$ cat config.mk
export PLATFORM = sky130hd
export DESIGN_NAME = bracketed_pulse_command_parser_unit
export DESIGN_NICKNAME = d
export VERILOG_FILES = /design/src/rtl/bpcp_pkg.sv /design/src/rtl/bracketed_pulse_command_parser_unit.sv
export SDC_FILE = /design/constraint.sdc
export NUM_CORES = 1
export LEC_CHECK = 0
export BUFFER_PORTS_ARGS = -buffer_cell sky130_fd_sc_hd__buf_4
export CORE_UTILIZATION = 43
export CTS_CLUSTER_SIZE = 30
export DETAILED_ROUTE_END_ITERATION = 8
export HOLD_SLACK_MARGIN = 0.1
export SETUP_SLACK_MARGIN = 0.05
export SLEW_MARGIN = 10
export SYNTH_ARGS = -nofsm -noshare
export SYNTH_HDL_FRONTEND = slang
export SYNTH_SLANG_ARGS = --single-unit
$ cat constraint.sdc
create_clock -name clk -period 9.58 [get_ports clk]
set_clock_uncertainty 0.05 [all_clocks]
set_input_delay 0.479 -clock clk [delete_from_list [all_inputs] [get_ports clk]]
set_output_delay 0.479 -clock clk [all_outputs]
set_load 0.02 [all_outputs]
$ cat src/rtl/bpcp_pkg.sv
`default_nettype none
// ---------------------------------------------------------------------------
// bpcp_pkg
// Constants and types shared by the bracketed pulse command parser.
// ---------------------------------------------------------------------------
package bpcp_pkg;

	localparam int unsigned MAX_BODY = 254;
	localparam int unsigned BODY_W = $clog2(MAX_BODY + 1);

	localparam logic [7:0] OPEN_CHAR  = 8'h5B;
	localparam logic [7:0] CLOSE_CHAR = 8'h5D;
	localparam logic [7:0] SPLIT_CHAR = 8'h2C;
	localparam logic [7:0] PLUS_CHAR  = 8'h2B;
	localparam logic [7:0] MINUS_CHAR = 8'h2D;
	localparam logic [7:0] SPACE_CHAR = 8'h20;
	localparam logic [7:0] NUL_CHAR   = 8'h00;
	localparam logic [7:0] TAB_CHAR   = 8'h09;
	localparam logic [7:0] CR_CHAR    = 8'h0D;
	localparam logic [7:0] ZERO_CHAR  = 8'h30;
	localparam logic [7:0] NINE_CHAR  = 8'h39;

	localparam int unsigned ACC_W = 17;
	localparam logic [ACC_W-1:0] SAT_MAG = 17'd65536;
	localparam logic [ACC_W-1:0] MAX_PULSE = 17'd65535;

	localparam int unsigned IN_DATA_W  = 8;
	localparam int unsigned OUT_DATA_W = 40;

	// one result, fields listed from the highest bit down
	typedef struct packed {
		logic [5:0]  pad;
		logic        second_valid;
		logic [15:0] second_pulse;
		logic        first_valid;
		logic [15:0] first_pulse;
	} result_t;

endpackage : bpcp_pkg
`default_nettype wire

$ cat src/rtl/bracketed_pulse_command_parser_unit.sv
`default_nettype none
// ---------------------------------------------------------------------------
// bracketed_pulse_command_parser_unit
// Parses "[a,b,...]" byte frames and gives the first two clamped token values.
// ---------------------------------------------------------------------------
//
// channel  dir  fields (lowest bit first)                         when
// s_*      in   tdata: received_byte[7:0]                         every byte
// m_*      out  tdata: first_pulse[15:0] first_valid              on ']' in frame
//                      second_pulse[15:0] second_valid, zero pad
//
// a byte is registered in the input stage; the parser state and the result
// register are updated from it when the input stage moves on. one byte per
// cycle is sustained while no result waits untaken. the input stage moves
// on whenever the result register is empty or being taken; while a result
// is held and not taken, the queued byte waits and s_tready drops. arst_n
// clears all control state and returns the parser to the outside-frame phase.
//
module bracketed_pulse_command_parser_unit (
	input  wire logic                            clk,
	input  wire logic                            arst_n,
	input  wire logic                            s_tvalid,
	output logic                                 s_tready,
	input  wire logic [bpcp_pkg::IN_DATA_W-1:0]  s_tdata,   // received_byte[7:0]
	output logic                                 m_tvalid,
	input  wire logic                            m_tready,
	output logic      [bpcp_pkg::OUT_DATA_W-1:0] m_tdata    // first_pulse, first_valid,
	                                                        // second_pulse, second_valid
);

	typedef enum logic [1:0] {
		FR_IDLE = 2'd0,
		FR_BODY = 2'd1,
		FR_NUL  = 2'd2
	} frame_t;

	typedef enum logic [1:0] {
		TK_START  = 2'd0,
		TK_SIGN   = 2'd1,
		TK_DIGITS = 2'd2,
		TK_DONE   = 2'd3
	} tok_t;

	// input stage
	logic [7:0] byte_s1;
	logic       valid_s1;
	logic       consume;

	// parser state
	frame_t                          frame_q, frame_d;
	tok_t                            tphase_q, tphase_d;
	logic                            nonempty_q, nonempty_d;
	logic                            neg_q, neg_d;
	logic [bpcp_pkg::ACC_W-1:0]      acc_q, acc_d;
	logic [1:0]                      tokens_q, tokens_d;
	logic [15:0]                     first_q, first_d;
	logic [bpcp_pkg::BODY_W-1:0]     blen_q, blen_d;

	// result register
	logic                            out_valid_q;
	bpcp_pkg::result_t               out_data_q;
	logic                            emit;
	bpcp_pkg::result_t               res_d;

	logic [bpcp_pkg::ACC_W-1:0]      clamp_v;
	logic [bpcp_pkg::ACC_W+3:0]      prod;
	logic                            is_digit, is_blank;

	assign consume  = valid_s1 && (!out_valid_q || m_tready);
	assign s_tready = !valid_s1 || consume;
	assign m_tvalid = out_valid_q;
	assign m_tdata  = out_data_q;

	assign is_digit = (byte_s1 >= bpcp_pkg::ZERO_CHAR) && (byte_s1 <= bpcp_pkg::NINE_CHAR);
	assign is_blank = (byte_s1 == bpcp_pkg::SPACE_CHAR)
		|| ((byte_s1 >= bpcp_pkg::TAB_CHAR) && (byte_s1 <= bpcp_pkg::CR_CHAR));
	assign prod = ({4'b0, acc_q} << 3) + ({4'b0, acc_q} << 1)
		+ (bpcp_pkg::ACC_W + 4)'(byte_s1 - bpcp_pkg::ZERO_CHAR);
	assign clamp_v = neg_q ? '0
		: ((acc_q > bpcp_pkg::MAX_PULSE) ? bpcp_pkg::MAX_PULSE : acc_q);

	always_comb begin
		frame_d    = frame_q;
		tphase_d   = tphase_q;
		nonempty_d = nonempty_q;
		neg_d      = neg_q;
		acc_d      = acc_q;
		tokens_d   = tokens_q;
		first_d    = first_q;
		blen_d     = blen_q;
		emit       = 1'b0;
		res_d      = '0;

		// the token-closing bytes (comma, nul, closing bracket) share this path
		if (frame_q != FR_IDLE && (byte_s1 == bpcp_pkg::CLOSE_CHAR
				|| (blen_q < (bpcp_pkg::BODY_W)'(bpcp_pkg::MAX_BODY) && frame_q == FR_BODY
				&& (byte_s1 == bpcp_pkg::SPLIT_CHAR || byte_s1 == bpcp_pkg::NUL_CHAR)))
				&& !(byte_s1 == bpcp_pkg::CLOSE_CHAR && frame_q != FR_BODY)) begin
			if (nonempty_q && tokens_q < 2'd2) begin
				if (tokens_q == 2'd0) begin
					first_d  = clamp_v[15:0];
					tokens_d = 2'd1;
				end else begin
					acc_d    = clamp_v;
					neg_d    = 1'b0;
					tokens_d = 2'd2;
				end
			end
			tphase_d   = TK_START;
			nonempty_d = 1'b0;
			if (tokens_d < 2'd2) begin
				acc_d = '0;
				neg_d = 1'b0;
			end
		end

		unique case (frame_q) inside
			FR_IDLE: begin
				if (byte_s1 == bpcp_pkg::OPEN_CHAR) begin
					frame_d    = FR_BODY;
					tphase_d   = TK_START;
					nonempty_d = 1'b0;
					neg_d      = 1'b0;
					acc_d      = '0;
					tokens_d   = 2'd0;
					first_d    = '0;
					blen_d     = '0;
				end
			end
			FR_BODY, FR_NUL: begin
				if (byte_s1 == bpcp_pkg::CLOSE_CHAR) begin
					emit               = 1'b1;
					res_d.first_valid  = (tokens_d != 2'd0);
					res_d.first_pulse  = (tokens_d != 2'd0) ? first_d : 16'd0;
					res_d.second_valid = (tokens_d == 2'd2);
					res_d.second_pulse = (tokens_d == 2'd2) ? acc_d[15:0] : 16'd0;
					frame_d    = FR_IDLE;
					tphase_d   = TK_START;
					nonempty_d = 1'b0;
					neg_d      = 1'b0;
					acc_d      = '0;
					tokens_d   = 2'd0;
					first_d    = '0;
					blen_d     = '0;
				end else if (blen_q < (bpcp_pkg::BODY_W)'(bpcp_pkg::MAX_BODY)) begin
					blen_d = blen_q + 1'b1;
					if (frame_q == FR_BODY) begin
						if (byte_s1 == bpcp_pkg::NUL_CHAR) begin
							frame_d = FR_NUL;
						end else if (byte_s1 != bpcp_pkg::SPLIT_CHAR) begin
							nonempty_d = 1'b1;
							if (tokens_q < 2'd2) begin
								if (is_digit && tphase_q != TK_DONE) begin
									tphase_d = TK_DIGITS;
									acc_d = (prod > (bpcp_pkg::ACC_W + 4)'(bpcp_pkg::SAT_MAG))
										? bpcp_pkg::SAT_MAG : prod[bpcp_pkg::ACC_W-1:0];
								end else if (tphase_q == TK_START && is_blank) begin
									tphase_d = TK_START;
								end else if (tphase_q == TK_START
										&& (byte_s1 == bpcp_pkg::PLUS_CHAR
										|| byte_s1 == bpcp_pkg::MINUS_CHAR)) begin
									tphase_d = TK_SIGN;
									neg_d    = (byte_s1 == bpcp_pkg::MINUS_CHAR);
								end else begin
									tphase_d = TK_DONE;
								end
							end
						end
					end
				end
			end
			default: begin
				frame_d = FR_IDLE;
			end
		endcase
	end

	always_ff @(posedge clk or negedge arst_n) begin
		if (!arst_n) begin
			valid_s1    <= 1'b0;
			frame_q     <= FR_IDLE;
			tphase_q    <= TK_START;
			nonempty_q  <= 1'b0;
			neg_q       <= 1'b0;
			acc_q       <= '0;
			tokens_q    <= 2'd0;
			first_q     <= '0;
			blen_q      <= '0;
			out_valid_q <= 1'b0;
		end else begin
			if (s_tready) begin
				valid_s1 <= s_tvalid;
			end
			if (consume) begin
				frame_q    <= frame_d;
				tphase_q   <= tphase_d;
				nonempty_q <= nonempty_d;
				neg_q      <= neg_d;
				acc_q      <= acc_d;
				tokens_q   <= tokens_d;
				first_q    <= first_d;
				blen_q     <= blen_d;
			end
			if (consume && emit) begin
				out_valid_q <= 1'b1;
			end else if (m_tready) begin
				out_valid_q <= 1'b0;
			end
		end
	end

	// payload registers
	always_ff @(posedge clk) begin
		if (s_tready && s_tvalid) begin
			byte_s1 <= s_tdata;
		end
		if (consume && emit) begin
			out_data_q <= res_d;
		end
	end

	a_pulse_zero_when_invalid: assert property (@(posedge clk) disable iff (!arst_n)
		out_valid_q |-> ((out_data_q.first_valid || out_data_q.first_pulse == 16'd0)
			&& (out_data_q.second_valid || out_data_q.second_pulse == 16'd0)))
		else $error("pulse value set without its valid flag");

	a_second_needs_first: assert property (@(posedge clk) disable iff (!arst_n)
		out_valid_q && out_data_q.second_valid |-> out_data_q.first_valid)
		else $error("second token valid without first");

	a_idle_clean: assert property (@(posedge clk) disable iff (!arst_n)
		frame_q == FR_IDLE |-> (blen_q == '0 && tokens_q == 2'd0))
		else $error("stale frame state outside a frame");

	a_stage_holds: assert property (@(posedge clk) disable iff (!arst_n)
		valid_s1 && !consume |=> valid_s1 && $stable(byte_s1))
		else $error("input stage lost a queued byte");

endmodule : bracketed_pulse_command_parser_unit
`default_nettype wire
==> results of run 1 <==
worst paths after layout:
check,startpoint,slack [ns],endpoint,depth (start not counted)
worst min-delay path,arst_n,0.12,valid_s1$_DFFE_PN0N_,1
worst min register to register,first_q[12]$_DFFE_PN0P_,0.43,first_q[12]$_DFFE_PN0P_,2
worst max register to register,byte_s1[4]$_DFFE_PP_,4.97,acc_q[9]$_DFFE_PN0P_,13
worst max-delay path,byte_s1[4]$_DFFE_PP_,4.97,acc_q[9]$_DFFE_PN0P_,13
max in group asynchronous,arst_n,8.91,first_q[9]$_DFFE_PN0P_,1
min in group clk,s_tdata[2],0.25,byte_s1[2]$_DFFE_PP_,1
state kept, by name, summed over array words and instances (netlist names):
| signal | cells |
|---|---|
| m_tdata | 34 |
| tphase_q | 2 |
| first_q | 16 |
| neg_q | 1 |
| m_tvalid | 1 |
| tokens_q | 2 |
| byte_s1 | 8 |
| nonempty_q | 1 |
| frame_q | 2 |
| acc_q | 17 |
| valid_s1 | 1 |
| blen_q | 8 |
power groups by stage:
stage | Sequential, mW | Combinational, mW | Clock (mW)
2_1_floorplan | 0.510 | 0.692 | 0
3_3_place_gp | 0.537 | 0.879 | 0
3_5_place_dp | 0.539 | 0.882 | 0
4_1_cts | 0.531 | 0.887 | 0.401
5_1_grt | 0.541 | 1.01 | 0.416
6_report | 0.532 | 0.899 | 0.395
per-layer routing:
layer	track usage, %	vias to the layer above	share of wire [%]
met5	0	-	0
met4	6.536	0	1.6
met3	3.308	16	5.3
met2	33.05	173	45
met1	30.56	2544	49
li1	-	2605	-
cell usage in the layout, fill, tap and decap left out, drive strengths merged, types with 6 or more instances in the layout:
cell    instances
nand2b          6
buf            51
and3           12
a21o            9
o21a            7
a31oi          14
dfrtp          51
inv            30
conb            6
nor2           73
a21oi          67
nand2          67
o21ai          73
o21bai          6
xnor2          12
fa             16
o31ai          13
ha             31
nand3          14
nor3           19
a22o           10
o211ai          6
edfxtp         42
nand4          10
a211oi          7
clkbuf         10
through the flow:
step / util (%) / area (sq um) / hold slack (ns) / std cells
after floorplan: - / 6502 / 0.1334 / 705
after global placement: 47.06 / 6892 / 0.4105 / 899
after global routing: 49.33 / 7224 / 0.1586 / 915
final: 49.33 / 7224 / 0.1196 / 915
after detailed placement: 47.06 / 6892 / 0.4177 / 899
after CTS: 49.33 / 7224 / 0.1324 / 915
final cells by class:
type | count | area (sq um) | area share, %
multi-input combinational | 542 | 3632 | 50.28
sequential | 93 | 2537 | 35.12
timing repair buffer | 51 | 382.9 | 5.300
clock buffer | 10 | 239.0 | 3.308
tap | 184 | 230.2 | 3.187
inverter | 29 | 108.9 | 1.507
clock inverter | 6 | 93.84 | 1.299
kinds of logic (layout without fill, tap and decap cells):
family / Yosys count / count (layout) / synth area share [%]
multiplexers: 1 / 1 / 0.1544
other: 1 / 6 / 0.05784
buffers and inverters: 70 / 96 / 5.172
AND/OR/NAND/NOR: 231 / 231 / 17.89
XOR/XNOR: 17 / 17 / 2.296
adder cells (fa/ha/maj): 47 / 47 / 10.92
flip-flops: 93 / 93 / 39.14
AO/OA/AOI/OAI: 240 / 240 / 24.37
==> impl_summary.log, run 1 <==
INFO  metric slowest_stage = sky130_fd_sc_hd__fa_1
INFO  metric totalNegativeSetupSlack = 0 ns
INFO  metric cts_setup_buffers = 0
INFO  metric ctsResizeCount = 0
INFO  metric synth.cells.most_frequent = sky130_fd_sc_hd__nor2_1, sky130_fd_sc_hd__nand2_1, sky130_fd_sc_hd__a21oi_1, sky130_fd_sc_hd__o21ai_0, sky130_fd_sc_hd__dfrtp_1
INFO  metric overflow = 0
INFO  metric post-route-drc-count = 14
INFO  metric power.density_cell_area = 252.8 nW/um^2
INFO  metric power_switching = 0.8018 mW
INFO  metric power_report.internal_total = between 1 and 1.5 mW
INFO  metric run_status = complete, but fails checks
INFO  metric p_leak = 3.033 nW
INFO  metric place_congestion = between 0.9 and 1
INFO  metric post-route-period-util = 48.15%
INFO  metric startpoint_type = flip-flop
INFO  metric die_area = 15570 sq um
INFO  metric number_of_nets_still_failing_antenna_checks_after_routing = 0
INFO  metric finalHoldViolCount = 0
INFO  metric die_height = between 100 and 150 microns
INFO  metric cp_max_fo = 10
INFO  metric number_of_iterations_in_the_first_detailed_routing_pass = 7
INFO  metric pin_slew_with_the_least_headroom_to_its_limit = 1.124 ns
INFO  metric drt-wirelength-per-cell = 17.45 microns
INFO  metric nets = 785
INFO  metric path_delay_family = compound AO/OA/AOI/OAI gates
INFO  metric clock.fmax = roughly 0.22 GHz
INFO  metric max_slew_margin = roughly a quarter
INFO  metric synth_largest_type_area_fraction = between 10% and 20%
INFO  metric detail_route.iter0.violations = 426
INFO  metric fraction_of_layout_cells_with_a_size_suffix_above_1 = 12.86%
INFO  metric synth.most_common_cell = sky130_fd_sc_hd__nor2_1
INFO  metric number_of_buffers_inserted_for_hold_repair_after_clock_tree_synthesis = 0
INFO  metric fin_ws = around 5 ns
INFO  metric postSynth.asyncResetShare = 54.84%
INFO  metric max_stage_delay = 0.52 ns
INFO  metric postSynthCellCount = 700
INFO  metric place_ws = 4.983 ns
INFO  metric port_buffers = 47
INFO  metric drt-vias-per-instance = 5.834
INFO  metric die-width = 124.8 microns
INFO  metric rows = 44
INFO  metric period_minus_slack = 4.613 ns
INFO  metric switching_share = 43.90%
INFO  metric worst_ir_drop_vdd = ~0.12 mV
INFO  metric clock_tree_from_tritoncts = yes
INFO  metric wire_length_of_the_first_global_routing_pass = between 20000 and 30000 microns
INFO  metric hold_class = in2async
INFO  metric post_synth_edffs = 42
INFO  metric start_util = 44.28%
INFO  metric ys_types = 77
INFO  metric num_io_pins = 54
INFO  metric synth_largest_area_cell = sky130_fd_sc_hd__dfrtp_1
INFO  metric p_seq_share = 29.1%
INFO  metric grt_pass1_vias = a little over 5000
INFO  metric drt-total-wl = 15970 microns
INFO  metric clock_share_of_power = 21.6%
INFO  metric yosys_warnings = 0
INFO  metric layout-area-overhead-vs-synth = 11.42%
INFO  metric syn_area_per_cell = just over 9 sq um
INFO  metric finalMaxSlewViolations = 0
INFO  metric type_of_element_capturing_the_critical_path = flip-flop
INFO  metric cts_inserted_buffers = 9
INFO  metric fill_cells = 1340
INFO  metric grt_antenna_before_repair = 0
INFO  metric timing.critical_path.cells = ha_1 -> or3_1 -> inv_1 -> fa_1 -> ha_1 -> a21oi_1 -> o21ai_0 -> a211o_1 -> a211o_1 -> nor3b_1 -> o211ai_2 -> a211oi_4 -> o311a_1
INFO  metric comb_power_share = 49.2%
INFO  metric ys_seq_area_share = 39.14%
INFO  metric synth_top_flop_cell = sky130_fd_sc_hd__dfrtp_1
INFO  metric clockRootBuffer = sky130_fd_sc_hd__clkbuf_16
INFO  metric num_vias = ~5300
INFO  metric cts_buffer_depth = 2
INFO  metric worstPathRequired = 9.76 ns
INFO  metric cap_violations = 0
INFO  metric core_area = 14640 sq um
INFO  metric clock_insertion_delay_worst_skew = 0.35 ns
INFO  metric netlist_top_cells_area = sky130_fd_sc_hd__dfrtp_1, sky130_fd_sc_hd__edfxtp_1, sky130_fd_sc_hd__ha_1
INFO  metric hpwlAfterDp = between 10000 and 15000 microns
INFO  metric grt_max_degree = 52
INFO  metric num_antenna_cells = 0
INFO  metric path_clk_slew = 0.07 ns
INFO  metric synth-seq-cells = 93
INFO  metric timing.final.setup_violations = 0
INFO  metric rsz0062_at_grt = no
INFO  metric violations = DRC
INFO  metric synth.cell_area = 6484 sq um
INFO  metric critPathArrivalTime = 4.79 ns
INFO  metric clkSinkCount = 93
INFO  metric timing_worst_setup_path_type = reg2reg
INFO  metric gr-usage-all-layers = around a fifth
INFO  metric critical_path_buf_inv_count = 1
INFO  metric cts_h_tree_depth = 3
INFO  metric p_total = 1.827 mW
No activity file was read; power rests on OpenSTA's default activity.
==> run 2: changes to the inputs <==
- ABC_AREA: default -> 1
- clock period: 9.58 -> 4.7 ns (I/O delays scaled with it)
==> impl_summary.log, run 2 <==
INFO  metric worst_ir_drop_vdd = 0.3353 mV (+180%)
INFO  metric post-route-cell-area = 8030 sq um (+11%)
INFO  metric final_util = 50.19% (+0.85 points)
INFO  metric number_of_nets_still_failing_antenna_checks_after_routing = 0 (unchanged)
INFO  metric syn_area_per_cell = 7.643 sq um (-17%)
INFO  metric number_of_buffers_inserted_for_hold_repair_after_clock_tree_synthesis = 10 (+10)
INFO  metric wire_length_of_the_first_global_routing_pass = 28080 microns (+6.5%)
INFO  metric fin_ws = 0.9104 ns (-4.057 ns)
INFO  metric drt-total-wl = 17220 microns (+7.9%)
INFO  metric final_cell_mix = sky130_fd_sc_hd__nand2_1, sky130_fd_sc_hd__inv_1, sky130_fd_sc_hd__a21oi_1
INFO  metric power.density_cell_area = 753.1 nW/um^2 (+200%)
INFO  metric path_delay_family = simple AND/OR/NAND/NOR gates
INFO  metric synth_largest_area_cell = sky130_fd_sc_hd__dfrtp_1
INFO  metric totalNegativeSetupSlack = 0 ns (unchanged)
INFO  metric synth_top_flop_cell = sky130_fd_sc_hd__dfrtp_1
INFO  metric number_of_flip_flops_under_the_largest_register_name = 34 (unchanged)
INFO  metric clkSinkCount = 93 (unchanged)
INFO  metric worstPathRequired = 4.93 ns (-4.83 ns)
INFO  metric synth.most_common_cell = sky130_fd_sc_hd__nand2_1
INFO  metric yosys_warnings = 0 (unchanged)
INFO  metric hold_class = in2reg
INFO  metric finalMaxSlewViolations = 0 (unchanged)
INFO  metric finalHoldViolCount = 0 (unchanged)
INFO  metric rsz0062_at_grt = no
INFO  metric gr-usage-all-layers = 21.19% (-0.14 points)
INFO  metric cts_inserted_buffers = 9 (unchanged)
INFO  metric grt_antenna_before_repair = 0 (unchanged)
INFO  metric place_ws = 0.9719 ns (-4.011 ns)
INFO  metric cp_max_fo = 17 (+7)
INFO  metric critical-path-top-cell-by-count = sky130_fd_sc_hd__nand2_1
INFO  metric dpl-instance-area = 7585 sq um (+10%)
INFO  metric number_of_iterations_in_the_first_detailed_routing_pass = 5 (-2)
INFO  metric critical_path_buf_inv_count = 3 (+2)
INFO  metric cts_h_tree_depth = 3 (unchanged)
INFO  metric post_synth_edffs = 42 (unchanged)
INFO  metric port_buffers = 47 (unchanged)
INFO  metric timing.critical_path.cells = ha_1 -> nor2_1 -> buf_4 -> inv_1 -> fa_1 -> inv_1 -> ha_1 -> nand2_1 -> nand2_1 -> o21bai_1 -> a21oi_1 -> nand2_1 -> nand2_1 -> nand3_2 -> nor2_4 -> nand3_1 -> nand2_1 -> nand2_1 -> a21oi_1
INFO  metric layout.cells.most_common = sky130_fd_sc_hd__nand2_1
INFO  metric grt_max_degree = 52 (unchanged)
INFO  metric die-width = 130.7 microns (+4.7%)
INFO  metric layout-area-overhead-vs-synth = 12.73%
INFO  metric path_clk_slew = 0.07 ns (about the same)
INFO  metric cts_setup_buffers = 0 (unchanged)
INFO  metric nets = 1034 (+32%)
INFO  metric die_height = 130.7 microns (+4.7%)
INFO  metric num_vias = 6175 (+16%)
INFO  metric fraction_of_layout_cells_with_a_size_suffix_above_1 = 13.67% (+0.81 points)
INFO  metric holdWs = 0.1348 ns (+0.01514 ns)
INFO  metric clock.fmax = 0.2639 GHz (+22%)
INFO  metric drt-vias-per-instance = 5.163 (-11%)
INFO  metric num_io_pins = 54 (unchanged)
INFO  metric p_leak = 3.809 nW (+26%)
INFO  metric type_of_element_capturing_the_critical_path = flip-flop
INFO  metric max_stage_delay = 0.50 ns (-0.02 ns)
INFO  metric overflow = 0 (unchanged)
INFO  metric critPathArrivalTime = 4.02 ns (-0.77 ns)
INFO  metric post-route-drc-count = 0 (-14)
INFO  metric post-route-period-util = 80.63% (+32 points)
INFO  metric timing.final.setup_violations = 0 (unchanged)
INFO  metric rows = 46 (+4.5%)
INFO  metric postSynthCellCount = 932 (+33%)
INFO  metric die_area = 17080 sq um (+9.7%)
INFO  metric clockRootBuffer = sky130_fd_sc_hd__clkbuf_16
INFO  metric num_antenna_cells = 0 (unchanged)
INFO  metric place_congestion = 0.8562 (-7.4%)
INFO  metric ys_seq_area_share = 35.62% (-3.5 points)
INFO  metric grt_pass1_vias = 5778 (+15%)
INFO  metric synth.cells.most_frequent = sky130_fd_sc_hd__nand2_1, sky130_fd_sc_hd__inv_1, sky130_fd_sc_hd__a21oi_1, sky130_fd_sc_hd__nor2_1, sky130_fd_sc_hd__nand3_1
INFO  metric netlist_top_cells_area = sky130_fd_sc_hd__dfrtp_1, sky130_fd_sc_hd__edfxtp_1, sky130_fd_sc_hd__nand2_1
INFO  metric clock_insertion_delay_worst_skew = 0.36 ns (about the same)
INFO  metric core_area = 16000 sq um (+9.3%)
INFO  metric ys_types = 50 (-35%)
INFO  metric run_status = complete, no violations
INFO  metric synth_largest_type_area_fraction = 17.92% (-1.8 points)
INFO  metric detail_route.iter0.violations = 398 (-6.6%)
INFO  metric postSynth.asyncResetShare = 54.84% (unchanged)
INFO  metric timing_worst_setup_path_type = reg2reg
INFO  metric ctsResizeCount = 0 (unchanged)
INFO  metric period_minus_slack = 3.790 ns (-0.8232 ns)
INFO  metric cap_violations = 0 (unchanged)
INFO  metric slowest_stage = sky130_fd_sc_hd__fa_1
INFO  metric drt-wirelength-per-cell = 14.40 microns (-17%)
INFO  metric synth-seq-cells = 93 (unchanged)
INFO  metric cts_buffer_depth = 2 (unchanged)
INFO  metric pin_slew_with_the_least_headroom_to_its_limit = 0.9744 ns (-0.1494 ns)
INFO  metric clock_tree_from_tritoncts = yes
INFO  metric max_slew_margin = 34.97% (+9.9 points)
INFO  metric startpoint_type = flip-flop
INFO  metric synth.cell_area = 7123 sq um (+9.9%)
INFO  metric start_util = 44.52% (+0.24 points)
INFO  metric hpwlAfterDp = 12650 microns (+4.9%)
## run 2: layout make-up
class                      instances  area, sq um
timing repair buffer              64        505.5
sequential                        93         2537
fill                            1624         7970
multi-input combinational        661         3819
clock buffer                       9        225.2
inverter                         146        553.0
clock inverter                     7        120.1
tap                              216        270.3
## run 2: cell families (layout without fill, tap and decap cells)
kind of cell             after synthesis  in the layout  share of synthesized area, %
flip-flops                            93             93                         35.62
buffers and inverters                183            226                         11.14
AND/OR/NAND/NOR                      406            406                         24.57
adder cells (fa/ha/maj)               47             47                         9.942
other                                  1              6                       0.05265
XOR/XNOR                               7              7                        0.8607
AO/OA/AOI/OAI                        195            195                         17.81
## run 2: power by group
group          switching [mW]  internal, mW
clock network           0.333         0.524
logic                    2.70          1.32
registers               0.205         0.967
total                    3.23          2.81
## run 2: worst min-delay path: cells and delay by family
family / cells / cell delay (ns)
buffers and inverters: 2 / 0.11
AND/OR/NAND/NOR: 1 / 0.06
AO/OA/AOI/OAI: 1 / 0.08
## run 2: final timing paths
check | slack, ns | startpoint | end | cells past startpoint
min in group asynchronous | 0.42 | arst_n | frame_q[1]$_DFFE_PN0P_ | 2
max in group asynchronous | 3.71 | arst_n | acc_q[14]$_DFFE_PN0P_ | 2
hold / removal | 0.13 | m_tready | m_tvalid$_DFFE_PN0P_ | 4
setup / recovery | 0.91 | byte_s1[4]$_DFFE_PP_ | acc_q[8]$_DFFE_PN0P_ | 19
hold reg to reg | 0.48 | blen_q[7]$_DFFE_PN0P_ | blen_q[7]$_DFFE_PN0P_ | 2
setup reg to reg | 0.91 | byte_s1[4]$_DFFE_PP_ | acc_q[8]$_DFFE_PN0P_ | 19
## run 2: layer usage
layer / wire length (microns) / global-route usage (%) / vias to the layer above
met5: 0 / 0 / -
met4: 263 / 5.139 / 0
met3: 706 / 3.868 / 21
met2: 8168 / 35.01 / 145
met1: 8085 / 28.73 / 2871
li1: - / - / 3138
## run 2: per-stage QoR
| stage | instances | power [mW] |
|---|---|---|
| 6_report | 1196 | 6.047 |
| 5_1_grt | 1196 | 6.667 |
| 4_1_cts | 1196 | 6.069 |
| 3_5_place_dp | 1170 | 5.180 |
| 3_3_place_gp | 1170 | 5.200 |
| 2_1_floorplan | 937 | 4.293 |
